===== src/rtl/core/pat_pkg.sv =====
// ----------------------------------------------------------------------------
// pat_pkg
// Shared widths, codes and default sizes for the automation point table.
// ----------------------------------------------------------------------------
`default_nettype none

package pat_pkg;

  // field widths of the input and result words
  localparam int MODE_W   = 2;
  localparam int ID_W     = 32;
  localparam int OFF_W    = 16;
  localparam int VAL_W    = 64;
  localparam int SEL_W    = 4;
  localparam int STATUS_W = 2;
  localparam int COUNT_W  = 5;

  // default table sizes
  localparam int DEF_MAX_SLOTS  = 16;
  localparam int DEF_MAX_POINTS = 16;

  // operation codes
  localparam logic [MODE_W-1:0] MODE_ADD   = 2'd0;
  localparam logic [MODE_W-1:0] MODE_READ  = 2'd1;
  localparam logic [MODE_W-1:0] MODE_CLEAR = 2'd2;

  // status codes
  localparam logic [STATUS_W-1:0] ST_OK   = 2'd0;
  localparam logic [STATUS_W-1:0] ST_BAD  = 2'd1;
  localparam logic [STATUS_W-1:0] ST_FULL = 2'd2;

endpackage

`default_nettype wire


===== src/rtl/core/pat_slot_mem.sv =====
// ----------------------------------------------------------------------------
// pat_slot_mem
// Slot directory: parameter id and point count per slot, one read port.
// ----------------------------------------------------------------------------
`default_nettype none

module pat_slot_mem #(
  parameter int MAX_SLOTS = pat_pkg::DEF_MAX_SLOTS,
  parameter int CW        = pat_pkg::COUNT_W,
  localparam int SW       = (MAX_SLOTS > 1) ? $clog2(MAX_SLOTS) : 1
) (
  input  wire logic                       clk,
  input  wire logic [SW-1:0]              rd_addr,
  output logic      [pat_pkg::ID_W-1:0]   rd_id,
  output logic      [CW-1:0]              rd_cnt,
  input  wire logic [SW-1:0]              wr_addr,
  input  wire logic                       id_we,
  input  wire logic [pat_pkg::ID_W-1:0]   wr_id,
  input  wire logic                       cnt_we,
  input  wire logic [CW-1:0]              wr_cnt
);

  logic [pat_pkg::ID_W-1:0] id_mem  [MAX_SLOTS];
  logic [CW-1:0]            cnt_mem [MAX_SLOTS];

  // writes
  always_ff @(posedge clk) begin
    if (id_we) begin
      id_mem[wr_addr] <= wr_id;
    end
    if (cnt_we) begin
      cnt_mem[wr_addr] <= wr_cnt;
    end
  end

  // registered read
  always_ff @(posedge clk) begin
    rd_id  <= id_mem[rd_addr];
    rd_cnt <= cnt_mem[rd_addr];
  end

endmodule

`default_nettype wire


===== config.mk =====
export PLATFORM = sky130hd
export DESIGN_NAME = pat_slot_mem
export DESIGN_NICKNAME = d
export VERILOG_FILES = /design/src/rtl/core/pat_pkg.sv /design/src/rtl/core/pat_slot_mem.sv
export SDC_FILE = /design/constraint.sdc
export NUM_CORES = 1
export LEC_CHECK = 0
export ABC_CLOCK_PERIOD_IN_PS = 3200
export BUFFER_PORTS_ARGS = -buffer_cell sky130_fd_sc_hd__buf_2
export CELL_PAD_IN_SITES_DETAIL_PLACEMENT = 1
export CELL_PAD_IN_SITES_GLOBAL_PLACEMENT = 1
export CORE_AREA = 2 2 199 220
export DETAILED_ROUTE_END_ITERATION = 7
export DIE_AREA = 0 0 201 222
export HOLD_SLACK_MARGIN = 0.02
export PLACE_DENSITY_LB_ADDON = 0.12
export SLEW_MARGIN = 20
export SYNTH_ARGS = -nofsm -noshare
export SYNTH_HDL_FRONTEND = slang
export SYNTH_SLANG_ARGS = --single-unit

===== constraint.sdc =====
create_clock -name clk -period 3.2 [get_ports clk]
set_input_delay 0.48 -clock clk [delete_from_list [all_inputs] [get_ports clk]]
set_output_delay 0.48 -clock clk [all_outputs]
set_load 0.02 [all_outputs]

## Yosys cells after proc, flatten, opt, wreduce, memory -nomap -nowiden

Memory sizes are Yosys's and may differ from the RTL's. A register that Yosys moved wholly into a read port is not among the register bits.
Cells that the tools add are included.

- Bits in registers: 0
- Bits in writable memories: 592
- Word-level logic and storage cells: 6
- Input port bits: 48
- Output and inout bits: 37
- Memories kept: 2

- Muxes and demuxes: 4

Memory list:

| memory | depth | width | rd ports | clocked after memory_dff | write ports | line | text |
|---|---|---|---|---|---|---|---|
| id_mem | 16 | 32 | 1 | 1 | 1 | pat_slot_mem.sv:23 | `logic [pat_pkg::ID_W-1:0] id_mem [MAX_SLOTS];` |
| cnt_mem | 16 | 5 | 1 | 1 | 1 | pat_slot_mem.sv:24 | `logic [CW-1:0] cnt_mem [MAX_SLOTS];` |

Operators with widths:

| kind | number |
|---|---|
| 1-bit two-way mux | 4 |

## Longest topological paths before layout

- Word-level depth: 2
- Gate-level depth with buffers: 6
- Depth with buffers taken out: 3

## Worst setup path before layout

Ideal clock, no wire load.

- Kind: input to register
- Start point: input wr_addr[3]
- End point: memory id_mem[0][0] (netlist name) (enable)
- Data arrival time: 2369 ps
- Stages on the path: 2
- Path buffers: 0
- Data required time: 2779 ps
- Library setup time: 421 ps
- Setup slack: 410 ps
- Path through: or3b_2 > nor2_1

RTL lines:

| element | line | text |
|---|---|---|
| start, declared | pat_slot_mem.sv:16 | `input wire logic [SW-1:0] wr_addr,` |
| end, declared | pat_slot_mem.sv:23 |  |

No word-level cell before the write port.

## Worst setup path in the final report

- Start point: input wr_addr[3]
- End point: memory id_mem[1][13] (netlist name) (enable)

No word-level cell before the write port.

==> impl_metrics.csv <==
group,metric,value,unit
drt,drt_iter0_drc,743,
timing,period_needed,1.74,ns
clock_network,cts_tree,"yes",
finish,final_cell_mix,"edfxtp_1 (592), mux4_2 (148), buf_2 (82)",
synthesis,async_reset_ff_frac,0,
synthesis,synth_area,23000,µm²
clock_network,cts_buffers,58,
critical_path,critPathArrivalTime,2.06,ns
timing,tns,0,ns
timing,max_freq,0.574,GHz
placement,place_hpwl,29100,µm
finish,layout_commonest_cell,"edfxtp_1",
critical_path,critical_path.startpoint_type,"input pin",
clock_network,cts_hold_buf,0,
synthesis,synth_ff_type,"edfxtp_1",
clock_network,htreeDepth,2,
finish,num_antenna_cells,0,
timing,min_period_over_period,0.545,
die,die_w,201,µm
global_route,grtUsageTotal,0.232,
finish,area_growth,15.1,%
pwr,leakage,8.58,nW
die,io-pin-count,85,
clock_network,cts_root_buffer,"clkbuf_16",
drt,vias,10544,
finish,drive_above_1_share,0.337,
clock_network,post_cts_buffers,0,
finish,nNetsFinal,1172,
min_path,hp-class,"input pin to register",
global_route,grt_pass1_wl,75000,µm
timing,finalClockSkew,0.00775,ns
pwr,p_per_area,651,nW/µm²
global_route,overflow,0,
placement,gp_congestion,0.719,
clock_network,clk_pin_slew,0.06,ns
critical_path,critPathCaptureType,"register",
drt,drc,0,
drt,ant_nets,0,
drt,viasPerCell,6.06,
die,rows,79,
die,initial_utilization,0.546,
global_route,grt_pass1_vias,11580,
run,maxCapViolations,0,
finish,n_fill_cell,3446,
global_route,grt_max_degree,41,
clock_network,clock_path_buffers,3,
placement,placement.io_buffers,84,
drt,wl,49900,µm
timing,rsz0062_at_grt,"false",
drt,drt-pass1-iter-count,5,
status,status,"finished, final reports clean",
timing,maxSlewHeadroom,0.534,
synthesis,syn-num-nets,1035,
die,die_area,44600,µm²
timing,finalSetupViolCount,0,
timing,hold_violations,0,
critical_path,crit_fanout,17,
global_route,antenna_found_initial,0,
clock_network,clk_latency,0.61,ns
pwr,irDropWorstVdd,0.490,mV
clock_network,cts_sinks,629,
critical_path,crit_required,3.52,ns
finish,final_cells,1741,
synthesis,syn_inst,987,
synthesis,synth_area_per_cell,23.3,µm²
synthesis,ys_ff_latch,629,
timing,drv_slew,0,
drt,wl_per_cell,28.6,µm
die,core_area,42200,µm²
critical_path,path_class,"input pin to register",
synthesis,synth_edf_count,592,
timing,worst_pin_slew,0.699,ns
placement,dp.cells,1631,
clock_network,cts_resized,0,
synthesis,synth_seq_area_share,0.804,
synthesis,ys_warn_count,0,
die,die_y,222,µm
synthesis,ys_types,18,
-- worst paths after layout --
path,start,end,slack [ns],depth (start not counted)
max,wr_addr[3],id_mem[1][13],1.46,4
min,wr_id[31],id_mem[12][31],0.24,1
max reg2reg,id_mem[2][18],rd_id[18],1.75,3
min reg2reg,id_mem[13][27],rd_id[27],0.67,3
-- cells in the mapped netlist, types with 4 or more instances --
cell type	n	area [µm²]
a22oi_1	74	556
edfxtp_1	592	17800
nand3b_1	4	30.0
buf_1	8	30.0
buf_4	7	52.6
nor2_1	33	124
buf_2	4	20.0
mux4_2	148	3330
dfxtp_1	37	741
nand2_1	38	143
buf_6	7	78.8
clkbuf_1	25	93.8
-- state kept, by name, summed over array words and instances (netlist names) --
signal   flops
cnt_mem     80
id_mem     512
rd_cnt       5
rd_id       32
-- through the flow --
stage	cell area [µm²]	util	hold slack [ns]	power, mW	setup slack [ns]
final	26500	0.628	0.244	17.3	1.46
after global routing	26500	0.628	0.240	17.8	1.33
after CTS	26500	0.628	0.209	17.4	1.45
after detailed placement	24500	0.581	0.659	10.4	0.804
after global placement	24500	0.581	0.650	10.3	0.845
after floorplan	23000	-	0.579	9.94	0.410
-- area by class of cell --
class | instances | area, µm² | share of cell area
Tap cell | 567 | 709 | 0.0268
Timing Repair Buffer | 128 | 892 | 0.0336
Clock inverter | 31 | 298 | 0.0112
Clock buffer | 79 | 1700 | 0.0643
Sequential cell | 629 | 18500 | 0.698
Multi-Input combinational cell | 307 | 4390 | 0.166
-- where the power goes --
part	switching, mW	total, mW	leakage [nW]	internal (mW)
clock	2.96	7.09	0.984	4.13
combinational	0.549	0.896	1.94	0.347
sequential	0.0659	9.27	5.66	9.21
total	3.57	17.3	8.58	13.7
-- critical path, cell delays in order --
cell	delay, ns
buf_2	0.15
or3b_2	0.62
nor2_4	0.54
buf_12	0.25
-- logic make-up after synthesis --
kind of cell | count (synthesis) | share of synthesized area
compound gates | 74 | 0.0241
buf+inv | 51 | 0.0119
flops | 629 | 0.804
mux | 148 | 0.145
simple gates | 85 | 0.0157
-- routing by layer --
metal	up-vias	global-route usage	part of all wire
met2	323	0.389	0.51
met4	0	0.0789	0.026
met3	83	0.0342	0.049
met5	-	0	0
li1	4460	-	-
met1	5678	0.315	0.42
Power figures use the tool's default switching activity.
